`src/rtl/led_bar_register_controller_macros.svh`:
```
// Assertion macros for the LED bar register controller.
// Used by the top level only; no other dependencies.
`ifndef LED_BAR_REGISTER_CONTROLLER_MACROS_SVH
`define LED_BAR_REGISTER_CONTROLLER_MACROS_SVH

// Same-cycle implication, masked during reset.
`define LBRC_ASSERT_IMPLY(label, clk, rst_n, ante, cons) \
    label: assert property (@(posedge clk) disable iff (!rst_n) (ante) |-> (cons)) \
        else $error("lbrc: implication check failed");

// Next-cycle implication, masked during reset.
`define LBRC_ASSERT_NEXT(label, clk, rst_n, ante, cons) \
    label: assert property (@(posedge clk) disable iff (!rst_n) (ante) |=> (cons)) \
        else $error("lbrc: next-cycle check failed");

`endif

```
`src/rtl/lbrc_pkg.sv`:
```
// Shared types and constants for the LED bar register controller.
// No dependencies; used by every RTL module of the block.
package lbrc_pkg;

    // Input word codes
    localparam logic [1:0] MODE_WRITE = 2'd0;
    localparam logic [1:0] MODE_TICK  = 2'd1;
    localparam logic [1:0] MODE_READ  = 2'd2;

    // Result kinds
    localparam logic KIND_PIXEL = 1'b0;
    localparam logic KIND_READ  = 1'b1;

    // Values of the mode register
    localparam logic [7:0] RF_MODE_FILL   = 8'd0;
    localparam logic [7:0] RF_MODE_SINGLE = 8'd1;

    localparam int         REG_DEPTH      = 5;
    localparam logic [2:0] REG_LAST       = 3'(REG_DEPTH - 1);
    localparam logic [7:0] LEVEL_STEP     = 8'd10;
    localparam logic [3:0] MAX_RESULTS    = 4'd12;
    localparam logic [7:0] INTERVAL_RESET = 8'd120;

    localparam int         PULSE_LEN  = 14;
    localparam logic [3:0] PULSE_LAST = 4'(PULSE_LEN - 1);
    localparam logic [7:0] PULSE_TABLE [PULSE_LEN] = '{
        8'h02, 8'h03, 8'h04, 8'h05, 8'h07, 8'h0a, 8'h0f,
        8'h0a, 8'h07, 8'h05, 8'h04, 8'h03, 8'h01, 8'h01
    };

    typedef struct packed {
        logic [1:0]  mode;
        logic [7:0]  byte_count;
        logic [39:0] payload_bytes;
    } in_word_t;

    typedef struct packed {
        logic       result_kind;
        logic [3:0] pixel_index;
        logic [7:0] red;
        logic [7:0] green;
        logic [7:0] blue;
        logic [7:0] read_data;
        logic       last;
    } out_word_t;

    // Contents of the register file as seen by the redraw logic
    typedef struct packed {
        logic [7:0] mode;
        logic [7:0] count;
        logic [7:0] red;
        logic [7:0] green;
        logic [7:0] blue;
    } rf_view_t;

    // Sequencer requests to the output queue
    typedef struct packed {
        logic push;
        logic finish;
    } oq_ctl_t;

    typedef enum logic [3:0] {
        S_IDLE,
        S_ATTEMPT,
        S_ACCEPT,
        S_STORE,
        S_REDRAW,
        S_FILL,
        S_CLEAR,
        S_SINGLE,
        S_TICK,
        S_READ,
        S_DONE
    } seq_state_t;

endpackage

```
`src/rtl/led_bar_register_controller.sv`:
```
// LED bar register controller. Takes one input word at a time: a bus write
// transaction, a millisecond tick or a read request, and answers with pixel
// colour writes or a read reply, the final word of each item flagged by last.
// A sequencer walks each item with one shared index counter, one step a cycle
// unless the output queue holds it. An item gives at most twelve results.
// While an item is in progress in_stall stays high. The output register and one
// pending word sit between the sequencer and the output, so output stalls only
// hold the sequencer once both are full. pulse_interval is written through
// cfg_wen/cfg_wdata and should only change while the block is idle.
`include "led_bar_register_controller_macros.svh"

module led_bar_register_controller #(
    parameter int PIXEL_COUNT  = 10,
    parameter int MAX_TRANSFER = 5
) (
    input  logic                clk,
    input  logic                rst_n,
    input  logic                in_valid,
    output logic                in_stall,
    input  lbrc_pkg::in_word_t  in_word,
    output logic                out_valid,
    input  logic                out_stall,
    output lbrc_pkg::out_word_t out_word,
    input  logic                cfg_wen,
    input  logic [7:0]          cfg_wdata
);

    localparam logic [7:0] PC_B = 8'(PIXEL_COUNT);

    lbrc_pkg::oq_ctl_t   oq_ctl;
    lbrc_pkg::out_word_t cand;
    lbrc_pkg::rf_view_t  rf;
    logic                oq_ready;
    logic                rf_wen;
    logic [7:0]          rf_wdata;

    lbrc_seq #(
        .PIXEL_COUNT  (PIXEL_COUNT),
        .MAX_TRANSFER (MAX_TRANSFER)
    ) u_seq (
        .clk       (clk),
        .rst_n     (rst_n),
        .in_valid  (in_valid),
        .in_stall  (in_stall),
        .in_word   (in_word),
        .cfg_wen   (cfg_wen),
        .cfg_wdata (cfg_wdata),
        .oq_ready  (oq_ready),
        .oq_ctl    (oq_ctl),
        .cand      (cand),
        .rf_wen    (rf_wen),
        .rf_wdata  (rf_wdata),
        .rf        (rf)
    );

    lbrc_regs u_regs (
        .clk     (clk),
        .rst_n   (rst_n),
        .wr_en   (rf_wen),
        .wr_data (rf_wdata),
        .rf      (rf)
    );

    lbrc_outq u_outq (
        .clk       (clk),
        .rst_n     (rst_n),
        .ctl       (oq_ctl),
        .cand      (cand),
        .ready     (oq_ready),
        .out_valid (out_valid),
        .out_stall (out_stall),
        .out_word  (out_word)
    );

    // An accepted word keeps the sequencer busy for at least the following cycle
    `LBRC_ASSERT_NEXT(a_busy_after_accept, clk, rst_n, in_valid && !in_stall, in_stall)

    // A read reply is always the only and final word of its item
    `LBRC_ASSERT_IMPLY(a_read_reply_last, clk, rst_n,
        out_valid && (out_word.result_kind == lbrc_pkg::KIND_READ),
        out_word.last && (out_word.read_data == PC_B))

endmodule

```
`src/rtl/lbrc_regs.sv`:
```
// Five-entry register file (mode, count, red, green, blue) with a wrapping write pointer.
// Depends on lbrc_pkg.
module lbrc_regs (
    input  logic              clk,
    input  logic              rst_n,
    input  logic              wr_en,
    input  logic [7:0]        wr_data,
    output lbrc_pkg::rf_view_t rf
);

    logic [7:0] file_reg [lbrc_pkg::REG_DEPTH];
    logic [2:0] ptr_reg;
    logic [2:0] ptr_next;
    logic [2:0] ptr_eff;

    always_comb
    begin
        ptr_eff  = (ptr_reg > lbrc_pkg::REG_LAST) ? 3'd0 : ptr_reg;
        ptr_next = ptr_reg;
        if (wr_en)
        begin
            ptr_next = (ptr_eff == lbrc_pkg::REG_LAST) ? 3'd0 : ptr_eff + 3'd1;
        end
    end

    always_ff @(posedge clk or negedge rst_n)
    begin
        if (!rst_n)
        begin
            ptr_reg <= 3'd0;
            for (int k = 0; k < lbrc_pkg::REG_DEPTH; k++)
            begin
                file_reg[k] <= 8'd0;
            end
        end
        else
        begin
            ptr_reg <= ptr_next;
            if (wr_en)
            begin
                file_reg[ptr_eff] <= wr_data;
            end
        end
    end

    assign rf.mode  = file_reg[0];
    assign rf.count = file_reg[1];
    assign rf.red   = file_reg[2];
    assign rf.green = file_reg[3];
    assign rf.blue  = file_reg[4];

endmodule

```
`src/rtl/lbrc_outq.sv`:
```
// Output queue: one pending word plus the output register; marks the final word of an item.
// Depends on lbrc_pkg.
module lbrc_outq (
    input  logic                clk,
    input  logic                rst_n,
    input  lbrc_pkg::oq_ctl_t   ctl,
    input  lbrc_pkg::out_word_t cand,
    output logic                ready,
    output logic                out_valid,
    input  logic                out_stall,
    output lbrc_pkg::out_word_t out_word
);

    logic                pend_valid_reg;
    logic                pend_valid_next;
    lbrc_pkg::out_word_t pend_reg;
    lbrc_pkg::out_word_t pend_next;
    logic                out_valid_reg;
    logic                out_valid_next;
    lbrc_pkg::out_word_t out_word_reg;
    lbrc_pkg::out_word_t out_word_next;
    logic                out_free;

    assign out_free = !out_valid_reg || !out_stall;
    assign ready    = !pend_valid_reg || out_free;

    always_comb
    begin
        pend_valid_next = pend_valid_reg;
        pend_next       = pend_reg;
        out_valid_next  = out_valid_reg && out_stall;
        out_word_next   = out_word_reg;
        if (ready && ctl.push)
        begin
            // a newer word exists, so the pending one is not the last
            if (pend_valid_reg)
            begin
                out_word_next      = pend_reg;
                out_word_next.last = 1'b0;
                out_valid_next     = 1'b1;
            end
            pend_next       = cand;
            pend_valid_next = 1'b1;
        end
        else if (ready && ctl.finish && pend_valid_reg)
        begin
            out_word_next      = pend_reg;
            out_word_next.last = 1'b1;
            out_valid_next     = 1'b1;
            pend_valid_next    = 1'b0;
        end
    end

    always_ff @(posedge clk or negedge rst_n)
    begin
        if (!rst_n)
        begin
            pend_valid_reg <= 1'b0;
            out_valid_reg  <= 1'b0;
        end
        else
        begin
            pend_valid_reg <= pend_valid_next;
            out_valid_reg  <= out_valid_next;
        end
    end

    always_ff @(posedge clk)
    begin
        pend_reg     <= pend_next;
        out_word_reg <= out_word_next;
    end

    assign out_valid = out_valid_reg;
    assign out_word  = out_word_reg;

endmodule

```
`src/rtl/lbrc_seq.sv`:
```
// Sequencer: walks one input word through its steps with a shared index counter.
// Holds the activity levels, pulse timer and interval register. Depends on lbrc_pkg.
module lbrc_seq #(
    parameter int PIXEL_COUNT  = 10,
    parameter int MAX_TRANSFER = 5
) (
    input  logic                clk,
    input  logic                rst_n,
    input  logic                in_valid,
    output logic                in_stall,
    input  lbrc_pkg::in_word_t  in_word,
    input  logic                cfg_wen,
    input  logic [7:0]          cfg_wdata,
    input  logic                oq_ready,
    output lbrc_pkg::oq_ctl_t   oq_ctl,
    output lbrc_pkg::out_word_t cand,
    output logic                rf_wen,
    output logic [7:0]          rf_wdata,
    input  lbrc_pkg::rf_view_t  rf
);

    localparam logic [7:0] PC_B    = 8'(PIXEL_COUNT);
    localparam logic [7:0] PC_M1   = 8'(PIXEL_COUNT - 1);
    localparam logic [7:0] PC_M2   = 8'(PIXEL_COUNT - 2);
    localparam logic [7:0] PC_M3   = 8'(PIXEL_COUNT - 3);
    localparam logic [7:0] MAX_T_B = 8'(MAX_TRANSFER);

    lbrc_pkg::seq_state_t state_reg;
    lbrc_pkg::seq_state_t state_next;
    lbrc_pkg::in_word_t   item_reg;
    lbrc_pkg::in_word_t   item_next;
    logic [7:0]           idx_reg;
    logic [7:0]           idx_next;
    logic [3:0]           n_reg;
    logic [3:0]           n_next;
    logic [7:0]           attempt_reg;
    logic [7:0]           attempt_next;
    logic [7:0]           accepted_reg;
    logic [7:0]           accepted_next;
    logic [3:0]           step_reg;
    logic [3:0]           step_next;
    logic [7:0]           elapsed_reg;
    logic [7:0]           elapsed_next;
    logic [7:0]           interval_reg;

    logic       accept;
    logic       count_ok;
    logic       store_last;
    logic       fill_hit;
    logic       clear_hit;
    logic       single_hit;
    logic       cap;
    logic [8:0] elapsed_inc;
    logic       tick_step;
    logic [3:0] step_eff;
    logic [7:0] idx_inc;

    function automatic lbrc_pkg::out_word_t pixel(input logic [7:0] idx,
                                                  input logic [7:0] r,
                                                  input logic [7:0] g,
                                                  input logic [7:0] b);
        lbrc_pkg::out_word_t w;
        w             = '0;
        w.result_kind = lbrc_pkg::KIND_PIXEL;
        w.pixel_index = idx[3:0];
        w.red         = r;
        w.green       = g;
        w.blue        = b;
        return w;
    endfunction

    assign in_stall    = (state_reg != lbrc_pkg::S_IDLE);
    assign accept      = in_valid && !in_stall;
    assign idx_inc     = idx_reg + 8'd1;
    assign count_ok    = (item_reg.byte_count != 8'd0) && (item_reg.byte_count <= MAX_T_B);
    assign store_last  = (idx_inc == item_reg.byte_count);
    assign fill_hit    = (idx_reg < rf.count) && (idx_reg < PC_B);
    assign clear_hit   = (idx_reg < PC_M3);
    assign single_hit  = (rf.count != 8'd0) && (rf.count <= PC_B);
    assign cap         = (n_reg == lbrc_pkg::MAX_RESULTS);
    assign elapsed_inc = {1'b0, elapsed_reg} + 9'd1;
    assign tick_step   = (elapsed_inc > {1'b0, interval_reg});
    assign step_eff    = (step_reg > lbrc_pkg::PULSE_LAST) ? 4'd0 : step_reg;

    // Next state
    always_comb
    begin
        state_next = state_reg;
        case (state_reg)
            lbrc_pkg::S_IDLE:
            begin
                if (accept)
                begin
                    case (in_word.mode)
                        lbrc_pkg::MODE_WRITE: state_next = lbrc_pkg::S_ATTEMPT;
                        lbrc_pkg::MODE_TICK:  state_next = lbrc_pkg::S_TICK;
                        lbrc_pkg::MODE_READ:  state_next = lbrc_pkg::S_READ;
                        default:              state_next = lbrc_pkg::S_DONE;
                    endcase
                end
            end
            lbrc_pkg::S_ATTEMPT:
            begin
                if (oq_ready)
                begin
                    state_next = count_ok ? lbrc_pkg::S_ACCEPT : lbrc_pkg::S_DONE;
                end
            end
            lbrc_pkg::S_ACCEPT:
            begin
                if (oq_ready)
                begin
                    state_next = lbrc_pkg::S_STORE;
                end
            end
            lbrc_pkg::S_STORE:
            begin
                if (oq_ready && store_last)
                begin
                    state_next = lbrc_pkg::S_REDRAW;
                end
            end
            lbrc_pkg::S_REDRAW:
            begin
                if (oq_ready)
                begin
                    case (rf.mode)
                        lbrc_pkg::RF_MODE_FILL:   state_next = lbrc_pkg::S_FILL;
                        lbrc_pkg::RF_MODE_SINGLE: state_next = lbrc_pkg::S_SINGLE;
                        default:                  state_next = lbrc_pkg::S_DONE;
                    endcase
                end
            end
            lbrc_pkg::S_FILL:
            begin
                if (oq_ready)
                begin
                    if (cap)
                    begin
                        state_next = lbrc_pkg::S_DONE;
                    end
                    else if (!fill_hit)
                    begin
                        state_next = lbrc_pkg::S_CLEAR;
                    end
                end
            end
            lbrc_pkg::S_CLEAR:
            begin
                if (oq_ready && (cap || !clear_hit))
                begin
                    state_next = lbrc_pkg::S_DONE;
                end
            end
            lbrc_pkg::S_SINGLE,
            lbrc_pkg::S_TICK,
            lbrc_pkg::S_READ:
            begin
                if (oq_ready)
                begin
                    state_next = lbrc_pkg::S_DONE;
                end
            end
            lbrc_pkg::S_DONE:
            begin
                if (oq_ready)
                begin
                    state_next = lbrc_pkg::S_IDLE;
                end
            end
            default:
            begin
                state_next = lbrc_pkg::S_IDLE;
            end
        endcase
    end

    // Datapath and requests
    always_comb
    begin
        oq_ctl        = '0;
        cand          = '0;
        rf_wen        = 1'b0;
        rf_wdata      = item_reg.payload_bytes[7:0];
        item_next     = item_reg;
        idx_next      = idx_reg;
        attempt_next  = attempt_reg;
        accepted_next = accepted_reg;
        step_next     = step_reg;
        elapsed_next  = elapsed_reg;
        case (state_reg)
            lbrc_pkg::S_IDLE:
            begin
                if (accept)
                begin
                    item_next = in_word;
                    idx_next  = 8'd0;
                end
            end
            lbrc_pkg::S_ATTEMPT:
            begin
                if (oq_ready)
                begin
                    oq_ctl.push  = 1'b1;
                    cand         = pixel(PC_M2, attempt_reg, 8'd0, 8'd0);
                    attempt_next = attempt_reg + lbrc_pkg::LEVEL_STEP;
                end
            end
            lbrc_pkg::S_ACCEPT:
            begin
                if (oq_ready)
                begin
                    oq_ctl.push   = 1'b1;
                    cand          = pixel(PC_M3, accepted_reg, 8'd0, 8'd0);
                    accepted_next = accepted_reg + lbrc_pkg::LEVEL_STEP;
                    idx_next      = 8'd0;
                end
            end
            lbrc_pkg::S_STORE:
            begin
                // one byte a cycle while the output queue is ready, first byte from the low end
                rf_wdata = 8'(item_reg.payload_bytes >> {idx_reg[2:0], 3'b000});
                if (oq_ready)
                begin
                    rf_wen   = 1'b1;
                    idx_next = store_last ? 8'd0 : idx_inc;
                end
            end
            lbrc_pkg::S_FILL:
            begin
                if (oq_ready && !cap)
                begin
                    if (fill_hit)
                    begin
                        oq_ctl.push = 1'b1;
                        cand        = pixel(idx_reg, rf.red, rf.green, rf.blue);
                        idx_next    = idx_inc;
                    end
                    else
                    begin
                        // clearing starts at the count, not where filling stopped
                        idx_next = rf.count;
                    end
                end
            end
            lbrc_pkg::S_CLEAR:
            begin
                if (oq_ready && !cap && clear_hit)
                begin
                    oq_ctl.push = 1'b1;
                    cand        = pixel(idx_reg, 8'd0, 8'd0, 8'd0);
                    idx_next    = idx_inc;
                end
            end
            lbrc_pkg::S_SINGLE:
            begin
                if (oq_ready && single_hit)
                begin
                    oq_ctl.push = 1'b1;
                    cand        = pixel(rf.count - 8'd1, rf.red, rf.green, rf.blue);
                end
            end
            lbrc_pkg::S_TICK:
            begin
                if (oq_ready)
                begin
                    if (tick_step)
                    begin
                        oq_ctl.push  = 1'b1;
                        cand         = pixel(PC_M1, 8'd0, 8'd0,
                                             lbrc_pkg::PULSE_TABLE[step_eff]);
                        elapsed_next = 8'd0;
                        step_next    = (step_eff == lbrc_pkg::PULSE_LAST) ? 4'd0
                                                                          : step_eff + 4'd1;
                    end
                    else
                    begin
                        elapsed_next = elapsed_inc[7:0];
                    end
                end
            end
            lbrc_pkg::S_READ:
            begin
                if (oq_ready)
                begin
                    oq_ctl.push      = 1'b1;
                    cand.result_kind = lbrc_pkg::KIND_READ;
                    cand.read_data   = PC_B;
                end
            end
            lbrc_pkg::S_DONE:
            begin
                oq_ctl.finish = oq_ready;
            end
            default:
            begin
                oq_ctl = '0;
            end
        endcase
        n_next = accept ? 4'd0 : (oq_ctl.push ? n_reg + 4'd1 : n_reg);
    end

    always_ff @(posedge clk or negedge rst_n)
    begin
        if (!rst_n)
        begin
            state_reg    <= lbrc_pkg::S_IDLE;
            idx_reg      <= 8'd0;
            n_reg        <= 4'd0;
            attempt_reg  <= lbrc_pkg::LEVEL_STEP;
            accepted_reg <= lbrc_pkg::LEVEL_STEP;
            step_reg     <= 4'd0;
            elapsed_reg  <= 8'd0;
            interval_reg <= lbrc_pkg::INTERVAL_RESET;
        end
        else
        begin
            state_reg    <= state_next;
            idx_reg      <= idx_next;
            n_reg        <= n_next;
            attempt_reg  <= attempt_next;
            accepted_reg <= accepted_next;
            step_reg     <= step_next;
            elapsed_reg  <= elapsed_next;
            if (cfg_wen)
            begin
                interval_reg <= cfg_wdata;
            end
        end
    end

    always_ff @(posedge clk)
    begin
        item_reg <= item_next;
    end

endmodule

```
`config.mk`:
```
export PLATFORM = sky130hd
export DESIGN_NAME = led_bar_register_controller
export DESIGN_NICKNAME = d
export VERILOG_FILES = /design/src/rtl/lbrc_pkg.sv /design/src/rtl/led_bar_register_controller.sv /design/src/rtl/lbrc_regs.sv /design/src/rtl/lbrc_outq.sv /design/src/rtl/lbrc_seq.sv
export VERILOG_INCLUDE_DIRS = /design/src /design/src/rtl
export SDC_FILE = /design/constraint.sdc
export NUM_CORES = 1
export LEC_CHECK = 0
export ABC_CLOCK_PERIOD_IN_PS = 4030
export BUFFER_PORTS_ARGS = -buffer_cell sky130_fd_sc_hd__buf_2
export CAP_MARGIN = 20
export CORE_MARGIN = 10
export CORE_UTILIZATION = 42
export CTS_CLUSTER_SIZE = 28
export DETAILED_ROUTE_END_ITERATION = 8
export PLACE_DENSITY_LB_ADDON = 0.25
export RECOVER_POWER = 100
export SLEW_MARGIN = 10
export SYNTH_ARGS = -nofsm -noshare
export SYNTH_HDL_FRONTEND = slang
export SYNTH_SLANG_ARGS = --single-unit
```
`constraint.sdc`:
```
create_clock -name clk -period 4.03 [get_ports clk]
set_input_delay 0.6045 -clock clk [delete_from_list [all_inputs] [get_ports clk]]
set_output_delay 0.6045 -clock clk [all_outputs]
set_load 0.02 [all_outputs]
```
Word level (Yosys, flattened, before mapping)
Memories as Yosys holds them, arrays and structs flattened.
Cells that the tools add are included.
Widths: inputs -> output; s select.
{"block": "totals", "reg_bits": 220, "latch_bits": 0, "ramBits": 0, "mem_bits_ro": 128, "mem_count": 1}
{"block": "classes", "addsub": 8, "multipliers": 0, "div_mod_pow": 0, "n_lt_le_gt_ge": 11, "eq_ne": 31, "shifts": 1, "n_mux": 66, "bitwise_logic": 2, "n_reduce_logical": 42}
{"memory": "(no name shown)", "depth": 16, "width": 8, "read_ports": 1, "rd_clocked_by_memory_dff": 0, "wr": 0, "line_no": "lbrc_seq.sv:271", "source": "lbrc_pkg::PULSE_TABLE[step_eff]);"}
{"op": "$mux 38", "n": 5}
{"op": "$mux 37", "n": 5}
{"op": "$pmux 28 s6", "n": 1}
{"op": "$mux 8", "n": 12}
{"op": "$mux 4", "n": 17}
{"op": "$pmux 8 s7", "n": 1}
{"op": "$bwmux 40", "n": 1}
{"op": "$pmux 8 s5", "n": 1}
{"op": "$shr 40x6->8", "n": 1}
{"op": "$mux 36", "n": 1}
{"op": "$pmux 4 s9", "n": 1}
{"op": "$ne 2x1->1 const B", "n": 13}
{"op": "$demux 8 s3", "n": 1}
{"op": "$eq 4x4->1 const B", "n": 5}
{"op": "$add 8x4->8 const B", "n": 2}
{"op": "$eq 4x3->1 const B", "n": 4}
{"op": "$reduce_bool 8->1", "n": 2}
{"op": "$logic_and 1x1->1", "n": 14}
{"op": "$mux 1", "n": 14}
{"op": "$pmux 4 s3", "n": 1}
{"op": "$reduce_and 10->1", "n": 1}
{"op": "$reduce_and 2->1", "n": 5}
{"op": "$add 8x1->9 const B", "n": 1}
{"op": "$gt 9x8->1", "n": 1}
{"op": "39 further kinds", "n": 51}

Logic depth before layout (Yosys ltp)
Gate-level depths: netlist of the first run.
{"block": "logic_depth", "depth_word": 10, "depth_mapped": 13, "depth_no_buf": 12}

Modules after synthesis
From an unflattened synthesis of the first run, not the netlist that was laid out.
{"block": "hier_totals", "hier_cells": 829, "area_unflattened_um2": 10154.7}
{"mod": "lbrc_seq", "n_inst": 1, "cells_per_inst": 634, "area_per_inst_um2": 6049.6, "seq_area_each_um2": 2702.6}
{"mod": "lbrc_outq", "n_inst": 1, "cells_per_inst": 87, "area_per_inst_um2": 2353.5, "seq_area_each_um2": 2302.2}
{"mod": "lbrc_regs", "n_inst": 1, "cells_per_inst": 108, "area_per_inst_um2": 1751.7, "seq_area_each_um2": 1076.0}

Least setup slack after synthesis of the first run
OpenSTA, ideal clock, no wires.
{"block": "synth_path", "path_kind": "reg2reg", "startpoint": "register u_seq.elapsed_reg[0]", "endpoint": "register u_outq.out_word_reg, in the netlist u_outq.out_word[0], enable pin", "setup_ns": 0.428, "arrival_ns": 3.625, "t_required_ns": 3.602, "path_slack_ns": -0.023, "path_stages_with_launch": 12, "synth_period_minus_slack_ns": 4.053, "path_cell_list": "dfrtp_1 ha_1 and3_1 and3_1 xor2_1 ha_1 and3_1 nand4_1 o21ai_0 a21oi_2 nor2_4 a21boi_1"}
{"block": "synth_via", "elab_chain_cells": 8}
{"item": "start: declaration", "line_no": "lbrc_seq.sv:42", "source": "logic [7:0] elapsed_reg;"}
{"item": "start signal: assignment", "line_no": "lbrc_seq.sv:324", "source": "elapsed_reg <= elapsed_next;"}
{"item": "$add 8x1->9 *", "line_no": "lbrc_seq.sv:81", "source": "assign elapsed_inc = {1'b0, elapsed_reg} + 9'd1;"}
{"item": "$gt 9x8->1 *", "line_no": "lbrc_seq.sv:82", "source": "assign tick_step = (elapsed_inc > {1'b0, interval_reg});"}
{"item": "$mux 1 *", "line_no": "lbrc_seq.sv:267", "source": "if (tick_step)"}
{"item": "$mux 1 *", "line_no": "lbrc_seq.sv:265", "source": "if (oq_ready)"}
{"item": "$pmux 1 s5 *", "line_no": "lbrc_seq.sv:191", "source": "case (state_reg)"}
{"item": "$logic_and 1x1->1 *", "line_no": "lbrc_outq.sv:33", "source": "if (ready && ctl.push)"}
{"item": "$ne 2x1->1 (no source line) / $reduce_bool 2->1 (equally long branches)"}
{"item": "$reduce_and 2->1 (no source line) *"}
{"item": "end signal: assignment", "line_no": "lbrc_outq.sv:71", "source": "out_word_reg <= out_word_next;"}
{"item": "end: declaration", "line_no": "lbrc_outq.sv:20", "source": "lbrc_pkg::out_word_t out_word_reg;"}
Mark *: on every way between the ends. The rest lies on a longest branch, timed or not.
A chain may end at the register's enable or synchronous reset.

Worst setup path in the final report of the first run
{"block": "layout_path", "startpoint": "register u_seq.elapsed_reg[0]", "endpoint": "register u_seq.n_reg[1]"}
{"block": "layout_via", "elab_chain_cells": 6}
{"item": "$add 8x1->9", "line_no": "lbrc_seq.sv:81"}
{"item": "$gt 9x8->1", "line_no": "lbrc_seq.sv:82"}
{"item": "$mux 1", "line_no": "lbrc_seq.sv:267"}
{"item": "$mux 1", "line_no": "lbrc_seq.sv:265"}
{"item": "$pmux 1 s5", "line_no": "lbrc_seq.sv:191"}
{"item": "$reduce_bool 2->1 (no source line)"}
{"item": "end signal: assignment", "line_no": "lbrc_seq.sv:320", "source": "n_reg <= n_next;"}
{"item": "end: declaration", "line_no": "lbrc_seq.sv:34", "source": "logic [3:0] n_reg;"}
Every way passes these cells.

==> flow_results.org, run 1 <==
** Status
- Result of the run :: complete, but fails checks
- The checks that failed: max-capacitance violations, max-slew violations.

** Synthesis
- In the synthesized netlist, the number of instances is between 700 and 800.
- Ys Warns :: 0
- EDFF count, synth :: roughly 110
- After synthesis the netlist holds a flip-flop and latch count of 204.
- The most used flip-flop cell after synthesis is edfxtp_1.
- Share of flip-flops with an asynchronous set or reset after synthesis :: 0.4657
- The netlist uses 76 different library cells.
- The share of the Yosys chip area taken by registers is 0.5862.
- Synthesized cell area :: 9657 µm²
- Mean cell area of the mapped netlist :: between 10 and 15 µm²

** Floorplanning
- Area of the core :: roughly 23000 µm²
- Site row count :: 55
- Area enclosed by the die boundary :: just under 30000 µm²
- Die Span Y :: between 150 and 200 µm
- # IOs :: a little over 100
- For this configuration, the core starts out at a cell density of 0.4265.
- The die is 171.6 µm wide.

** GRT
- Leftover overflow at the end of global routing :: 0
- Largest net degree at the start of global routing :: 70
- The number of antenna violations at the first check in global routing was 0.
- The first global-routing pass estimated between 30000 and 40000 µm of wire.
- The number of global-route vias before repair was roughly 6500.
- Across every metal layer, demand over resource in global routing totals 0.1385.

** Routing
- Dividing the detail-routed wire length by the instance count gives approximately 17 µm.
- Total number of vias :: 6191
- Total wirelength of the detailed-routed design :: ~20000 µm
- DRC violations left :: 0
- The first detailed-routing pass took 5 iterations.
- First DRT Iteration DRCs :: 437
- DRT antenna net count :: 0
- Vias per inst :: ~5.2

** Critical path
- Peak per-stage delay on the critical path :: roughly 410 ps
- In this design, the critical path's most frequently occurring cell is and3_1.
- The setup path with the least slack is of type reg -> reg.
- The slowest stage of the critical path belongs to the cell dfrtp_1.
- Data on the critical path is required at its endpoint by around 4400 ps.
- The worst setup path is launched from a flip-flop.
- The critical path goes through ha_1, and3_1, and3_1, xor2_1, ha_1, and3_1, nand4_1, o21ai_0, a21oi_1, nor2_1, inv_1, buf_4, o31ai_1.
- Worst endpoint data arrival time :: 3800 ps
- STA classifies the critical path endpoint as a flip-flop.
- Critical Path Fanout Max :: 31

** Power
- Cell Pwr Density :: 722.7 nW/µm²
- VDD sags by at most 0.0004176 V.
- The design draws about 0.0080 W.
- Summed over all cells, the static leakage comes to about 4.6 nW.

** Timing
- Worst clock skew on the final layout :: between 15 and 20 ps
- Count of endpoints failing setup in the final report :: 0
- Hold is met by around 280 ps.
- Highest clock frequency the design can meet :: 293.8 MHz
- PnR worst setup slack :: around 630 ps
- Measured against its own limit, the worst slew margin works out to -0.2280.
- Share of the cycle needed by the critical path after routing :: 0.8447
- Measured slew at the worst slew-check pin :: roughly 1800 ps
- In the final timing run, aggregate negative setup slack is 0 ps.
- Setup repair after global routing missed its margin :: false
- The final count of pins violating max slew came to between 100 and 150.
- Crit path time final :: between 3000 and 4000 ps
- Final hold violation count :: 0

** Clock tree
- Clock transition at the registers of the reported paths :: around 60 ps
- Clock tree synthesis inserted a total of 23 buffers.
- TritonCTS clock tree :: built
- CTS placed an instance of clkbuf_16 at the clock tree root.
- Buffers added to address setup during post-CTS repair amount to 0.
- Hold-fix buffers, CTS :: 0
- The clock reaches the later pin of the worst-skew pair after slightly above 500 ps.
- The tree built by TritonCTS fans out to a little over 200 sinks.
- After clock tree synthesis, the repair step resized 0 gates.
- CTS built an H-tree with a depth of 1.
- No sink is reached through more buffers than the 3 on the longest clock path.

** Placed design
- Prior to clock tree synthesis, the placed netlist has a worst setup slack of 784.6 ps.
- Routability-driven placement finished with a final weighted congestion of between 0.8 and 0.9.
- Port buffering added 96 buffers.
- The HPWL after detailed placement is approximately 14000 µm.

** Finish
- Of the cells placed in the final design, the portion with a size suffix greater than 1 is 0.1958.
- The register with the most flip-flops in the layout has between 40 and 50 of them.
- Total area of multi-input combinational cells :: between 3000 and 4000 µm²
- Filler cell count in the final layout :: 2048
- The area growth from synthesis to layout is 14.10%.
- The repair_antennas step left the layout with diodes totalling 0.
- For this run, the post-layout net count is around 980.
- Across the whole layout, storage elements account for around 5700 µm².

** Flow run
- Maxcap violations :: 2

** Min path
- Min-Delay Path Class :: in -> reg
==> worst paths after layout <==
kind | endpoint | slack (ps) | cells after the start | from
max in group asynchronous | u_regs.rf[11] | 1990 | 2 | rst_n
hold / removal | u_seq.item_reg[5] | 280 | 1 | in_word[5]
min in group asynchronous | u_seq.state_reg[1] | 610 | 1 | rst_n
setup reg to reg | u_seq.n_reg[1] | 630 | 13 | u_seq.elapsed_reg[0]
setup / recovery | u_seq.n_reg[1] | 630 | 13 | u_seq.elapsed_reg[0]
hold reg to reg | u_outq.out_word[27] | 420 | 0 | u_outq.pend_reg[27]
==> routing by layer <==
layer / routed length (µm) / up-vias / global-route usage
met1: 9437 / 2963 / 0.1883
met5: 0 / - / 0
met2: 9030 / 148 / 0.2188
met3: 1050 / 37 / 0.02773
li1: - / 3043 / -
met4: 478 / 0 / 0.04121
==> synthesized netlist by cell type (all sizes together) (4+ instances only) <==
cell    count  area, µm²
a21oi      23      118.9
a21o        8      60.06
edfxtp    109       3273
nor2b       9      56.30
dfstp       8      210.2
and3       11      68.82
ha         30      375.4
nand3      16      90.09
nand2      61      229.0
a211o       6      55.05
a31oi       6      37.54
nand4       5      31.28
a211oi      7      62.56
and2       15      93.84
o211ai      4      30.03
nand2b     10      62.56
inv        41      153.9
nor4        4      25.02
a222oi      7      70.07
buf        17      126.4
dfrtp      87       2177
xor2       21      183.9
mux2       35      394.1
mux4        8      180.2
clkbuf     23      147.6
xnor2      18      157.7
nor3       16      110.1
or3         4      26.28
o21ai      57      289.0
a22o        6      53.80
a22oi      16      120.1
nor2       46      180.2
==> critical path, delay by kind of cell (launching register included) <==
family / cells / cell delay, ps
flops: 1 / 410
buf+inv: 2 / 350
compound gates: 3 / 610
xor+xnor: 1 / 160
fa+ha+maj: 2 / 550
simple gates: 5 / 1210
==> power by group <==
part	switching, W	total [W]	internal (W)	leakage (nW)
combinational	0.00153	0.00237	0.000833	2.05
clock	0.000812	0.00199	0.00118	0.357
sequential	0.000445	0.00361	0.00316	2.23
total	0.00279	0.00796	0.00517	4.64
==> stage by stage <==
stage                     area, µm²  cells  utilization
final                         11020   1184       0.4867
after global routing          11020   1184       0.4867
after CTS                     11160   1184       0.4929
after detailed placement      10430   1142       0.4607
after global placement        10430   1142       0.4607
after floorplan                9679    778            -
==> layout make-up <==
cell class                 instances  share of cell area
sequential                       204              0.5137
multi-input combinational        493              0.3228
clock buffer                      25             0.05292
timing repair buffer             119             0.05099
tap                              285             0.03236
inverter                          41             0.01397
clock inverter                    17             0.01317
==> cells in the final DEF, fill, tap and decap left out, types with 6 or more instances in the layout <==
cell         n
edfxtp_1   109
buf_2       58
conb_1       6
dfstp_2      8
a21oi_1     23
a21o_1       8
mux4_2       8
nor2_1      46
buf_4       11
clkbuf_1    51
dfrtp_1     87
nor3_1      11
and2_1      10
and3_1      11
nor2b_1      9
o21ai_0     55
mux2_2      35
a211oi_1     7
clkinv_1     6
nand2b_1    10
xor2_1      21
xnor2_1     18
ha_1        30
a22oi_1     16
nand3_1     14
a31oi_1      6
inv_1       41
nand2_1     61
a222oi_1     7
clkbuf_16   23
==> kinds of logic after synthesis <==
logic type      share of synthesized area
mux                               0.06051
other cells                     0.0003883
xor+xnor                          0.04056
buf+inv                           0.04431
compound gates                     0.1173
flops                              0.5862
fa+ha+maj                         0.03887
simple gates                       0.1119
(Power assumes the default switching activity.)
==> inputs of run 2 (changes only) <==
--- a/config.mk
+++ b/config.mk
@@ -6,7 +6,7 @@
 export SDC_FILE = /design/constraint.sdc
 export NUM_CORES = 1
 export LEC_CHECK = 0
-export ABC_CLOCK_PERIOD_IN_PS = 4030
+export ABC_CLOCK_PERIOD_IN_PS = 3200
 export BUFFER_PORTS_ARGS = -buffer_cell sky130_fd_sc_hd__buf_2
 export CAP_MARGIN = 20
 export CORE_MARGIN = 10
==> constraint.sdc (replaced) <==
create_clock -name clk -period 3.2 [get_ports clk]
set_input_delay 0.48 -clock clk [delete_from_list [all_inputs] [get_ports clk]]
set_output_delay 0.48 -clock clk [all_outputs]
set_load 0.02 [all_outputs]
==> run 2 against run 1 <==
The run still ends with max-capacitance violations, max-slew violations left. Fmax increased by 12%. Power increased by 29%. Clock power increased by 29%. Core utilization increased by 0.86 points. Sequential power increased by 25%. Critical path depth decreased by 1. First-iteration DRC count decreased by 2.5%. Clock skew decreased by 4.0 ps. Sequential share of layout area decreased by 0.89 points. Flip-flop and latch count unchanged. Worst setup slack got worse by 460 ps. Highest routed layer unchanged.
==> flow_results.org, run 2 (synthesized netlist as in run 1, its figures left out) <==
** Status
- Result of the run :: complete, but fails checks
- Violations in the final reports :: max-capacitance violations, max-slew violations

** Timing
- Share of the cycle needed by the critical path after routing :: 0.9478 (+0.1031)
- The final count of pins violating max slew was 52 (-57%).
- Setup total negative slack :: 0 ps (unchanged)
- The transition time at the pin with the least slew margin was 2806 ps (+966.0 ps).
- Count of endpoints failing setup in the final report :: 0 (unchanged)
- Final hold violation count :: 0 (unchanged)
- Highest clock frequency the design can meet :: 329.7 MHz (+12%)
- Crit path time final :: 3033 ps (-371.1 ps)
- The maximum clock skew at final layout came to 14.14 ps (-4.017 ps).
- The smallest hold slack was 144.3 ps (-136.9 ps).
- Worst-case headroom to the max-slew limit :: -0.8707 (-0.6426)

** Clock tree
- The clock buffer count from CTS was 23 (unchanged).
- CTS sink cnt :: 204 (unchanged)
- The clock latency on the worst-skew pair came to 510 ps (about the same).
- Clock tree synthesis selected as its root buffer the cell clkbuf_16.
- Clock H-tree levels :: 1 (unchanged)
- Hold-fix buffers, CTS :: 0 (unchanged)
- TritonCTS clock tree :: built
- The maximum number of buffers from clock root to sink came to 3 (unchanged).
- Clock transition at the registers of the reported paths :: 60 ps (about the same)

** Finish
- The final core utilization came to 0.4953 (+0.008621).
- Leaving out fill and tap cells, the most frequent cell in the layout is edfxtp_1.
- Non-filler cells, final :: 1197 (+1.1%)
- The number of antenna repair diodes was 0 (unchanged).
- The filler cell count in the final layout came to 2017 (-1.5%).
- The post-route cell area is 11210 µm² (+1.8%).
- Most used cells in the layout excluding fill and tap cells :: edfxtp_1, dfrtp_1, nand2_1
- The number of nets in the final layout is 988 (+1.3%).
- The flip-flop count of the largest register after layout is 48 (unchanged).
- Relative to the synthesized area, the layout overhead comes to 16.12%.
- Fraction of layout instances using a drive strength above 1 :: 0.2215 (+0.02572)

** Routing
- The per-cell routed wire length is 16.71 µm (-1.0%).
- Total number of vias :: 6175 (-0.26%)
- The number of iterations in the first detailed-routing pass was 5 (unchanged).
- DRT antenna net count :: 0 (unchanged)
- First DRT Iteration DRCs :: 426 (-2.5%)
- Total wirelength of the detailed-routed design :: 20010 µm (about the same)
- The via density per instance was 5.159 (-1.3%).
- The remaining design rule violation count came to 0 (unchanged).

** Placed design
- Dpl cells :: 1154 (+1.1%)
- The half-perimeter wire length after placement was 14350 µm (-0.21%).
- Final estimated routing congestion in global placement :: 0.8387 (-4.0%)
- Area post-placement :: 10550 µm² (+1.1%)
- The quantity of I/O buffers inserted on ports was 96 (unchanged).

** Flow run
- The max-capacitance violation count came to 1 (-1).

** Power
- The leakage power is 4.761 nW (+2.6%).
- Cell-internal power :: 0.006695 W (+29%)
- Fraction of power spent switching nets :: 0.3457 (-0.004770)
- Cell Pwr Density :: 912.5 nW/µm² (+26%)
- The maximum VDD drop was 0.0003649 V (-13%).
- Power dissipated by switching net loads :: 0.003538 W (+27%)
- The sequential power share is 0.443 (-0.010).
- The combinational cell fraction of total power was 0.306 (+0.009).
- Clock Power Share :: 0.251 (about the same)

** Critical path
- Element type at the critical path end :: flip-flop
- The critical path goes through ha_1, and3_1, and3_1, xor2_1, ha_1, and3_1, nand4_1, o21ai_2, a21oi_4, buf_4, a211o_1, a21o_1.
- The number of cells on the worst reg-to-reg path was 12 (-1).
- The data arrival time of the worst path was 3300 ps (-500 ps).
- Most used cell along the critical path :: and3_1
- Peak per-stage delay on the critical path :: 410 ps (about the same)
- Critical Path Fanout Max :: 9 (-71%)
- Source of the worst register-to-register timing path :: u_seq.elapsed_reg[0]
- Required time at the endpoint of the critical path :: 3460 ps (-970 ps)
- Sum of buffers and inverters on the critical path :: 1 (-1)
- CP Class :: reg -> reg
- Stages on the worst setup path :: 12 (-1)
- Slowest stage cell, crit path :: dfrtp_1
- Grouping stages by cell kind, the critical path spends the most delay in simple AND/OR/NAND/NOR gates.
- The most critical setup path has its startpoint at u_seq.elapsed_reg[0].
- The worst setup path is launched from a flip-flop.

** GRT
- Overall Global Routing Usage :: 0.1371 (-0.001419)
- Met3 usage :: 0.02521 (-0.002521)
- The final global-route overflow total was 0 (unchanged).
- The fraction of met2 tracks used by global routing came to 0.2178 (-0.001019).
- Most crowded layer after global routing :: met2
- The wire length of the first global-routing pass was 32780 µm (-1.6%).
- The maximum number of pins on one net before global-route repair was 52 (-26%).
- The number of antenna violations at the first check in global routing is 0 (unchanged).
- Vias in the first global route :: 6421 (-1.1%)
- The global-route track usage on met1 was 0.1864 (-0.001951).

** Floorplanning
- Area enclosed by the die boundary :: 29460 µm² (unchanged)
- Horizontal die dimension :: 171.6 µm (unchanged)
- The initial cell density of the core was 0.4265 (unchanged).
- The standard-cell row count came to 55 (unchanged).
- The core footprint came to 22640 µm² (unchanged).
- The number of placed I/O pins was 103 (unchanged).
- The height of the die came to 171.6 µm (unchanged).

** Min path
- The depth of the worst hold-timing path is 1 (unchanged).
- Min-Delay Path Class :: in -> reg
- Worst Hold Launch :: in_word[19]
## run 2: layer usage
metal	part of all wire	vias to the layer above
met5	0	-
met4	0.024	0
met3	0.053	32
met2	0.45	160
met1	0.47	2918
li1	-	3065
## run 2: area by class of cell
type / count / area [µm²] / share of cell area
Clock buffer: 29 / 628.1 / 0.05601
Timing Repair Buffer: 132 / 686.9 / 0.06126
Sequential cell: 204 / 5660 / 0.5048
Multi-Input combinational cell: 493 / 3608 / 0.3218
Inverter: 41 / 153.9 / 0.01372
Tap cell: 285 / 356.6 / 0.03180
Clock inverter: 13 / 118.9 / 0.01060
## run 2: worst paths after layout
kind                                         end  slack, ps
max                          u_outq.pend_reg[33]        170
min                           u_seq.item_reg[19]        140
max reg2reg                  u_outq.pend_reg[33]        170
min reg2reg                  u_outq.out_word[14]        420
max in group asynchronous  u_seq.interval_reg[6]        630
min in group asynchronous     u_seq.state_reg[1]        880
## run 2: what timing repair did
item	CTS	global route
resized for setup	0	5
setup endpoints to repair	0	67
endpoints found under the hold margin	0	0
buffers inserted	0	1
## run 2: per-stage QoR
stage	power [W]	setup WS, ps
after global routing	0.01091	-3.551
after floorplan	0.006750	30.63
after CTS	0.01043	20.32
after detailed placement	0.007817	23.55
after global placement	0.007762	89.24
final	0.01023	166.9
## run 2: power groups by stage
stage                     sequential (W)  combinational [W]  clock (W)
final                            0.00453            0.00313    0.00257
after global routing             0.00465            0.00350    0.00275
after CTS                        0.00453            0.00326    0.00264
after detailed placement         0.00457            0.00324          0
after global placement           0.00456            0.00321          0
after floorplan                  0.00465            0.00210          0
